==> config.mk <==
export PLATFORM = sky130hd
export DESIGN_NAME = audio_peak_click_detector
export DESIGN_NICKNAME = d
export VERILOG_FILES = /design/src/rtl/core/apcd_pkg.sv /design/src/rtl/core/apcd_front.sv /design/src/rtl/core/apcd_queue.sv /design/src/rtl/core/apcd_back.sv /design/src/rtl/core/audio_peak_click_detector.sv
export SDC_FILE = /design/constraint.sdc
export NUM_CORES = 1
export LEC_CHECK = 0
export BUFFER_PORTS_ARGS = -buffer_cell sky130_fd_sc_hd__clkbuf_2
export CORE_MARGIN = 2
export CORE_UTILIZATION = 65
export CTS_CLUSTER_DIAMETER = 150
export DETAILED_ROUTE_END_ITERATION = 16
export PLACE_DENSITY = 0.89
export SYNTH_ARGS = -nofsm -noshare
export SYNTH_HDL_FRONTEND = slang
export SYNTH_SLANG_ARGS = --single-unit
==> constraint.sdc <==
create_clock -name i_clk -period 10.3 [get_ports i_clk]
set_clock_uncertainty 0.1 [all_clocks]
set_input_delay 1.03 -clock i_clk [delete_from_list [all_inputs] [get_ports i_clk]]
set_output_delay 1.03 -clock i_clk [all_outputs]
set_load 0.02 [all_outputs]
==> src/rtl/core/apcd_pkg.sv <==
// Shared types and constants for the audio peak click detector.
// Used by every module of the block; depends on nothing else.
package apcd_pkg;

    // Sample format codes.
    localparam logic [1:0] FMT_U8  = 2'd0;
    localparam logic [1:0] FMT_S16 = 2'd1;
    localparam logic [1:0] FMT_S32 = 2'd2;
    localparam logic [1:0] FMT_F32 = 2'd3;

    // Configuration register indexes.
    localparam logic [1:0] REG_SAMPLE_FORMAT = 2'd0;
    localparam logic [1:0] REG_THRESHOLD     = 2'd1;
    localparam logic [1:0] REG_COOLDOWN_MS   = 2'd2;

    // Item kinds.
    localparam logic ACT_SAMPLE = 1'b0;
    localparam logic ACT_TICK   = 1'b1;

    // Value limits and reset values.
    localparam logic [31:0] FULL_SCALE      = 32'h8000_0000;
    localparam logic [31:0] THR_MIN         = 32'd21474837;
    localparam logic [16:0] ELAPSED_MAX     = 17'h1_FFFF;
    localparam logic [1:0]  RST_FORMAT      = FMT_S16;
    localparam logic [31:0] RST_THRESHOLD   = 32'h4000_0000;
    localparam logic [15:0] RST_COOLDOWN_MS = 16'd300;

    // Float32 exponent that maps the hidden bit onto bit 23 + 0 of Q1.31.
    localparam logic [7:0] F32_EXP_ONE  = 8'd127;
    localparam logic [7:0] F32_EXP_BASE = 8'd119;
    localparam logic [7:0] F32_EXP_SPEC = 8'hFF;

    // Input item as it arrives on the port.
    typedef struct packed {
        logic        action;
        logic [31:0] sample_word;
        logic        last_of_chunk;
    } t_in_item;

    // Result item.
    typedef struct packed {
        logic [31:0] peak_level;
        logic        click;
    } t_out_item;

    // Classified item handed from the front to the back.
    typedef struct packed {
        logic        is_tick;
        logic [31:0] mag;
        logic        last;
    } t_dec_item;

    // Settings the back part needs.
    typedef struct packed {
        logic [31:0] threshold;
        logic [15:0] cooldown_ms;
    } t_back_cfg;

endpackage

==> src/rtl/core/apcd_front.sv <==
// Front part: accepts input items, decodes samples into Q1.31 magnitudes.
// Depends on apcd_pkg; feeds the item queue.
module apcd_front (
    input  logic                 i_in_valid,
    output logic                 o_in_ready,
    input  apcd_pkg::t_in_item   i_in_data,
    input  logic [1:0]           i_sample_format,
    output logic                 o_q_valid,
    input  logic                 i_q_ready,
    output apcd_pkg::t_dec_item  o_q_item
);
    import apcd_pkg::*;

    logic [31:0] w;
    logic [7:0]  u8_mag;
    logic [15:0] s16_mag;
    logic [31:0] s32_mag;
    logic [31:0] f32_mag;
    logic [7:0]  f_exp;
    logic [23:0] f_man;
    logic [7:0]  f_lsh;
    logic [7:0]  f_rsh;
    logic [31:0] mag;

    assign w = i_in_data.sample_word;

    // Integer formats: magnitude of the signed value.
    always_comb begin
        u8_mag  = w[7] ? (w[7:0] - 8'd128) : (8'd128 - w[7:0]);
        s16_mag = w[15] ? (16'd0 - w[15:0]) : w[15:0];
        s32_mag = w[31] ? (32'd0 - w) : w;
    end

    // Float32: saturate at one, NaN reads as zero, subnormals truncate to zero.
    always_comb begin
        f_exp = w[30:23];
        f_man = {1'b1, w[22:0]};
        f_lsh = f_exp - F32_EXP_BASE;
        f_rsh = F32_EXP_BASE - f_exp;
        if (f_exp == F32_EXP_SPEC) begin
            f32_mag = (w[22:0] != 23'd0) ? 32'd0 : FULL_SCALE;
        end else if (f_exp >= F32_EXP_ONE) begin
            f32_mag = FULL_SCALE;
        end else if (f_exp == 8'd0) begin
            f32_mag = 32'd0;
        end else if (f_exp >= F32_EXP_BASE) begin
            f32_mag = {8'd0, f_man} << f_lsh[2:0];
        end else if (f_rsh >= 8'd32) begin
            f32_mag = 32'd0;
        end else begin
            f32_mag = {8'd0, f_man} >> f_rsh[4:0];
        end
    end

    // Select the decoder for the configured format.
    always_comb begin
        case (i_sample_format)
            FMT_U8:  mag = {u8_mag, 24'd0};
            FMT_S16: mag = {s16_mag, 16'd0};
            FMT_S32: mag = s32_mag;
            FMT_F32: mag = f32_mag;
            default: mag = 32'd0;
        endcase
    end

    // Every transfer goes straight into the queue.
    assign o_in_ready       = i_q_ready;
    assign o_q_valid        = i_in_valid;
    assign o_q_item.is_tick = (i_in_data.action == ACT_TICK);
    assign o_q_item.mag     = mag;
    assign o_q_item.last    = i_in_data.last_of_chunk;

endmodule

==> src/rtl/core/apcd_queue.sv <==
// Short queue of decoded items between the front and the back part.
// Depends on apcd_pkg for the item type.
module apcd_queue #(
    parameter int DEPTH = 2
) (
    input  logic                 i_clk,
    input  logic                 i_rst_n,
    input  logic                 i_push,
    input  apcd_pkg::t_dec_item  i_push_item,
    output logic                 o_not_full,
    input  logic                 i_pop,
    output logic                 o_not_empty,
    output apcd_pkg::t_dec_item  o_head
);
    import apcd_pkg::*;

    localparam int PTR_W = (DEPTH > 1) ? $clog2(DEPTH) : 1;
    localparam int CNT_W = $clog2(DEPTH + 1);

    t_dec_item          r_mem [DEPTH];
    logic [PTR_W-1:0]   r_wptr, n_wptr;
    logic [PTR_W-1:0]   r_rptr, n_rptr;
    logic [CNT_W-1:0]   r_count, n_count;
    logic               do_push;
    logic               do_pop;

    assign o_not_full  = (r_count != CNT_W'(DEPTH));
    assign o_not_empty = (r_count != '0);
    assign o_head      = r_mem[r_rptr];
    assign do_push     = i_push && o_not_full;
    assign do_pop      = i_pop && o_not_empty;

    // Pointer and fill count update.
    always_comb begin
        n_wptr  = r_wptr;
        n_rptr  = r_rptr;
        n_count = r_count;
        if (do_push) begin
            n_wptr = (r_wptr == PTR_W'(DEPTH - 1)) ? '0 : r_wptr + 1'b1;
        end
        if (do_pop) begin
            n_rptr = (r_rptr == PTR_W'(DEPTH - 1)) ? '0 : r_rptr + 1'b1;
        end
        if (do_push && !do_pop) begin
            n_count = r_count + 1'b1;
        end else if (do_pop && !do_push) begin
            n_count = r_count - 1'b1;
        end
    end

    always_ff @(posedge i_clk) begin
        if (!i_rst_n) begin
            r_wptr  <= '0;
            r_rptr  <= '0;
            r_count <= '0;
        end else begin
            r_wptr  <= n_wptr;
            r_rptr  <= n_rptr;
            r_count <= n_count;
        end
    end

    // Entry storage.
    always_ff @(posedge i_clk) begin
        if (do_push) begin
            r_mem[r_wptr] <= i_push_item;
        end
    end

endmodule

==> src/rtl/core/apcd_back.sv <==
// Back part: keeps the chunk peak and elapsed time, decides clicks.
// Depends on apcd_pkg; drives the result output register.
module apcd_back (
    input  logic                 i_clk,
    input  logic                 i_rst_n,
    input  apcd_pkg::t_back_cfg  i_cfg,
    input  logic                 i_head_valid,
    input  apcd_pkg::t_dec_item  i_head,
    output logic                 o_pop,
    output logic                 o_out_valid,
    input  logic                 i_out_ready,
    output apcd_pkg::t_out_item  o_out_data
);
    import apcd_pkg::*;

    logic [31:0] r_peak, n_peak;
    logic [16:0] r_elapsed, n_elapsed;
    logic        r_out_valid, n_out_valid;
    t_out_item   r_out;
    logic        makes_result;
    logic        out_free;
    logic [31:0] chunk_peak;
    logic        fire;

    // Only a closing sample makes a result; others never wait on the output.
    assign makes_result = !i_head.is_tick && i_head.last;
    assign out_free     = !r_out_valid || i_out_ready;
    assign o_pop        = i_head_valid && (!makes_result || out_free);

    assign chunk_peak = (i_head.mag > r_peak) ? i_head.mag : r_peak;
    assign fire       = (chunk_peak >= i_cfg.threshold)
                     && (r_elapsed >= {1'b0, i_cfg.cooldown_ms});

    // State update for the popped item.
    always_comb begin
        n_peak    = r_peak;
        n_elapsed = r_elapsed;
        if (o_pop) begin
            if (i_head.is_tick) begin
                if (r_elapsed != ELAPSED_MAX) begin
                    n_elapsed = r_elapsed + 1'b1;
                end
            end else if (i_head.last) begin
                n_peak = 32'd0;
                if (fire) begin
                    n_elapsed = 17'd0;
                end
            end else begin
                n_peak = chunk_peak;
            end
        end
    end

    // Output register holds a result until its transfer.
    assign n_out_valid = (r_out_valid && !i_out_ready) || (o_pop && makes_result);

    always_ff @(posedge i_clk) begin
        if (!i_rst_n) begin
            r_peak      <= 32'd0;
            r_elapsed   <= ELAPSED_MAX;
            r_out_valid <= 1'b0;
        end else begin
            r_peak      <= n_peak;
            r_elapsed   <= n_elapsed;
            r_out_valid <= n_out_valid;
        end
    end

    always_ff @(posedge i_clk) begin
        if (o_pop && makes_result) begin
            r_out.peak_level <= chunk_peak;
            r_out.click      <= fire;
        end
    end

    assign o_out_valid = r_out_valid;
    assign o_out_data  = r_out;

endmodule

==> src/rtl/core/audio_peak_click_detector.sv <==
// Audio peak click detector: decodes samples, tracks chunk peaks, fires clicks.
// A closing sample's result is registered in the output register after passing through the item queue.
// Throughput: one item per cycle while the queue has room; a stalled result output holds closing samples.
// The queue absorbs up to QUEUE_DEPTH items while the result output stalls.
// Reset (synchronous, active low) empties the queue and output, clears the peak,
// saturates elapsed time and loads format 16-bit, threshold 0.5, cooldown 300.
module audio_peak_click_detector #(
    parameter int QUEUE_DEPTH = 2
) (
    input  logic                 i_clk,
    input  logic                 i_rst_n,
    input  logic                 i_in_valid,
    output logic                 o_in_ready,
    input  apcd_pkg::t_in_item   i_in_data,
    output logic                 o_out_valid,
    input  logic                 i_out_ready,
    output apcd_pkg::t_out_item  o_out_data,
    input  logic                 i_cfg_we,
    input  logic [1:0]           i_cfg_index,
    input  logic [31:0]          i_cfg_data
);
    import apcd_pkg::*;

    logic [1:0]  r_sample_format;
    logic [31:0] r_threshold;
    logic [15:0] r_cooldown_ms;
    logic [31:0] thr_clamped;
    t_back_cfg   back_cfg;
    logic        q_push;
    logic        q_not_full;
    logic        q_not_empty;
    logic        q_pop;
    t_dec_item   q_push_item;
    t_dec_item   q_head;

    // Threshold writes are clamped into 0.01 .. 1.0.
    assign thr_clamped = (i_cfg_data < THR_MIN) ? THR_MIN :
                         (i_cfg_data > FULL_SCALE) ? FULL_SCALE : i_cfg_data;

    // Configuration registers.
    always_ff @(posedge i_clk) begin
        if (!i_rst_n) begin
            r_sample_format <= RST_FORMAT;
            r_threshold     <= RST_THRESHOLD;
            r_cooldown_ms   <= RST_COOLDOWN_MS;
        end else if (i_cfg_we) begin
            case (i_cfg_index)
                REG_SAMPLE_FORMAT: r_sample_format <= i_cfg_data[1:0];
                REG_THRESHOLD:     r_threshold     <= thr_clamped;
                REG_COOLDOWN_MS:   r_cooldown_ms   <= i_cfg_data[15:0];
                default: begin
                end
            endcase
        end
    end

    assign back_cfg.threshold   = r_threshold;
    assign back_cfg.cooldown_ms = r_cooldown_ms;

    apcd_front u_front (
        .i_in_valid      (i_in_valid),
        .o_in_ready      (o_in_ready),
        .i_in_data       (i_in_data),
        .i_sample_format (r_sample_format),
        .o_q_valid       (q_push),
        .i_q_ready       (q_not_full),
        .o_q_item        (q_push_item)
    );

    apcd_queue #(
        .DEPTH (QUEUE_DEPTH)
    ) u_queue (
        .i_clk       (i_clk),
        .i_rst_n     (i_rst_n),
        .i_push      (q_push),
        .i_push_item (q_push_item),
        .o_not_full  (q_not_full),
        .i_pop       (q_pop),
        .o_not_empty (q_not_empty),
        .o_head      (q_head)
    );

    apcd_back u_back (
        .i_clk        (i_clk),
        .i_rst_n      (i_rst_n),
        .i_cfg        (back_cfg),
        .i_head_valid (q_not_empty),
        .i_head       (q_head),
        .o_pop        (q_pop),
        .o_out_valid  (o_out_valid),
        .i_out_ready  (i_out_ready),
        .o_out_data   (o_out_data)
    );

`ifndef SYNTHESIS
    // The stored threshold never leaves its legal range.
    a_thr_range: assert property (@(posedge i_clk) disable iff (!i_rst_n)
        (r_threshold >= THR_MIN) && (r_threshold <= FULL_SCALE))
        else $error("threshold register out of range");

    // A reported peak never exceeds full scale.
    a_peak_range: assert property (@(posedge i_clk) disable iff (!i_rst_n)
        o_out_valid |-> (o_out_data.peak_level <= FULL_SCALE))
        else $error("peak level above full scale");

    // A click is only reported for a peak at or above the threshold.
    a_click_thr: assert property (@(posedge i_clk) disable iff (!i_rst_n)
        (o_out_valid && o_out_data.click) |-> (o_out_data.peak_level >= r_threshold))
        else $error("click below threshold");

    // The queue is popped only when it holds an item.
    a_pop_nonempty: assert property (@(posedge i_clk) disable iff (!i_rst_n)
        q_pop |-> q_not_empty)
        else $error("queue popped while empty");
`endif

endmodule
==> flow_summary_export.csv <==
group,metric,value,unit
clock_tree,cts_setup_buffers,0,
worst_setup_path,r2r_end,"u_back.r_elapsed[12]",
floorplan,std_cell_rows,53,
timing,rsz0062_at_grt,"no",
yosys,ys.flop_type,"dfxtp_1",
clock_tree,clockBufferDepth,3,
route,ant_nets,0,
floorplan,io_pins,108,
floorplan,die-width,149.0,um
floorplan,die_y,149.0,um
worst_setup_path,critical_path.top_delay_family,"compound AO/OA/AOI/OAI gates",
yosys,ys_async_sr_fraction,0,%
worst_setup_path,slowest_stage,"dfxtp_2",
yosys,synth_area_leaders,"edfxtp_1, dfxtp_1, ha_1",
worst_setup_path,critPathMaxFanout,42,
global_routing,grt_use_met1,44.03,%
route,vias,12020,
route,wl,38910,um
clock_tree,post_cts_resized,0,
global_routing,grt.busiest_layer,"met2",
final_layout,fin_nets,1713,
hold_path,whs_endpoint,"r_cooldown_ms[13]",
worst_setup_path,worstSetupPathType,"flop to flop",
worst_setup_path,reg2reg_slack,3.68,ns
yosys,post_synth.cell_area_avg,9.113,um^2
worst_setup_path,crit_path_start_kind,"flop",
power,power_frac_clock,22.4,%
timing,fmax,151.0,MHz
yosys,synth_top_area_share,22.20,%
yosys,synth-seq-cells,206,
global_routing,track_usage,34.73,%
floorplan,core-area,20820,um^2
power,switching_share,39.61,%
hold_path,hp-start,"r_cooldown_ms[13]",
clock_tree,clock_sinks,206,
clock_tree,clkLatencyLatePin,0.51,ns
final_layout,drive_above_1_share,14.08,%
worst_setup_path,worst-path-buf-inv,2,
worst_setup_path,crit_chain,"mux2i_1, inv_1, ha_1, nand4_1, or4_1, a21oi_1, a2111oi_0, o22ai_4, buf_4, nor2_1, a21oi_1, ha_1, nand4_1, or3_1, a221oi_1, or4b_1, a31o_2, a31o_2, a41oi_1",
power,p_sw,1.301,mW
yosys,synth_commonest_cells,"nand2_1, inv_1, a21oi_1",
yosys,yosysTopAreaCell,"edfxtp_1",
yosys,synth.most_common_cell,"nand2_1",
hold_path,hold_path_class,"flop to flop",
final_layout,antenna_cells,0,
timing,fin_setup_tns,0,ns
place,place_hpwl,27580,um
global_routing,grt_pass1_vias,11800,
route,drc_errors,0,
route,firstDrtPassIters,8,
yosys,synthCells,1499,
run,maxCapViolations,0,
final_layout,fill_cells,1494,
global_routing,grt-ovfl-total,0,
worst_setup_path,slowest_delay,1.03,ns
power,p_int,1.984,mW
yosys,syn-num-nets,1665,
yosys,synth_cell_types,80,
timing,hold_slack,0.3755,ns
timing,setup_viol_count_final,0,
clock_tree,path_clk_slew,0.06,ns
power,p_leak,6.001,nW
timing,slew_violations,0,
timing,setup_ws,3.675,ns
yosys,synth_edf_count,101,
power,comb_power_share,42.9,%
timing,worstMarginPinSlew,1.206,ns
clock_tree,postCtsHoldBufs,0,
global_routing,grtUsageMet2,58.48,%
clock_tree,cts_root_buf,"clkbuf_16",
timing,hold_violations,0,
power,vdd_drop_max,0.1408,mV
clock_tree,cts_buffers,21,
route,drt_iter0_drc,1210,
worst_setup_path,endpoint_kind,"flop",
place,postPlaceCellArea,14290,um^2
route,wire_per_inst,21.18,um
floorplan,start_util,65.61,%
worst_setup_path,cp.arrival,6.93,ns
yosys,yosysWarningCount,0,
final_layout,synthToLayoutAreaGrowth,9.516,%
worst_setup_path,worstPathRequired,10.61,ns
timing,slew_headroom,19.46,%
place,post-place-ws,3.807,ns
clock_tree,cts_tree,"built",
timing,period_share,64.32,%
timing,min_period,6.625,ns
power,powerDensity,219.6,nW/um^2
yosys,synth_area,13660,um^2
place,io_buffer_count,107,
hold_path,whs_path_depth,2,
global_routing,use_met3,4.006,%
run_status,outcome,"complete, no violations",
worst_setup_path,rr_worst_depth,19,
clock_tree,h-tree-depth,1,
floorplan,dieArea,22190,um^2
power,seqPwrFrac,34.6,%
global_routing,antenna_found_initial,0,
route,via_per_inst,6.541,
final_layout,design_area,14960,um^2
global_routing,grt_max_degree,62,
power,power,3.285,mW
place,gp_congestion,1.062,
global_routing,grt_first_pass_wirelength,61250,um
yosys,ys_seq_area_share,37.59,%
worst max path at each step:
stage                      endpoint  slack (ns)  cells past startpoint
2_1_floorplan  u_back.r_elapsed[10]        4.87                     23
3_3_place_gp    u_back.r_elapsed[6]        3.96                     19
3_5_place_dp    u_back.r_elapsed[3]        3.81                     19
4_1_cts         u_back.r_elapsed[3]        3.79                     19
5_1_grt        u_back.r_elapsed[12]        3.24                     19
6_report       u_back.r_elapsed[12]        3.68                     19
through the flow:
step / cells / util [%]
6_report: 1837 / 71.85
5_1_grt: 1837 / 71.85
4_1_cts: 1837 / 71.85
3_5_place_dp: 1799 / 68.64
3_3_place_gp: 1799 / 68.64
2_1_floorplan: 1499 / -
power groups by stage:
stage / logic [mW] / registers (mW) / clock network [mW]
2_1_floorplan: 0.963 / 1.15 / 0
3_3_place_gp: 1.28 / 1.14 / 0
3_5_place_dp: 1.34 / 1.15 / 0
4_1_cts: 1.38 / 1.14 / 0.744
5_1_grt: 1.56 / 1.15 / 0.778
6_report: 1.41 / 1.14 / 0.737
final cells by class:
type,count,area [um^2],area share [%]
sequential,206,5136,34.33
timing repair buffer,125,670.6,4.483
clock buffer,26,574.3,3.839
multi-input combinational,1058,7635,51.03
tap,275,344.1,2.300
clock inverter,12,93.84,0.6272
inverter,135,506.7,3.387
sequential cells by signal (all words and copies together), names as in the netlist, named ones only:
| register | cells |
|---|---|
| u_back.o_out_data | 33 |
| u_back.r_peak | 32 |
| u_queue.r_mem | 68 |
| u_queue.r_rptr | 1 |
| u_queue.r_count | 2 |
| r_cooldown_ms | 16 |
| u_back.r_elapsed | 17 |
| r_threshold | 32 |
| u_queue.r_wptr | 1 |
| r_sample_format | 2 |
| u_back.o_out_valid | 1 |
logic make-up after synthesis:
logic type	synth area share, %
mux	11.01
compound gates	19.59
buf+inv	6.760
xor+xnor	3.013
simple gates	13.52
fa+ha+maj	8.518
flops	37.59
layer usage:
layer	up-vias	wire (um)
li1	5533	-
met1	5662	15350
met2	660	18260
met3	161	3102
met4	0	2196
met5	-	0
tightest hold or removal path: cells and delay by family (launching register included):
kind,cells,cell delay (ns)
flops,1,0.31
compound gates,1,0.07
simple gates,1,0.05
cell usage in the layout, fill, tap and decap left out, types with 18 or more instances in the layout:
cell / count
nand2_1: 158
inv_1: 132
a21oi_1: 117
clkbuf_2: 107
dfxtp_1: 104
edfxtp_1: 101
nor2_1: 96
mux2i_1: 94
ha_1: 93
o21ai_0: 75
o2bb2ai_1: 33
xor2_1: 28
a22o_1: 21
clkbuf_16: 21
nand4_1: 20
nand3_1: 19
xnor2_1: 19
mux4_2: 18
buf_4: 18
(Power assumes the default switching activity.)
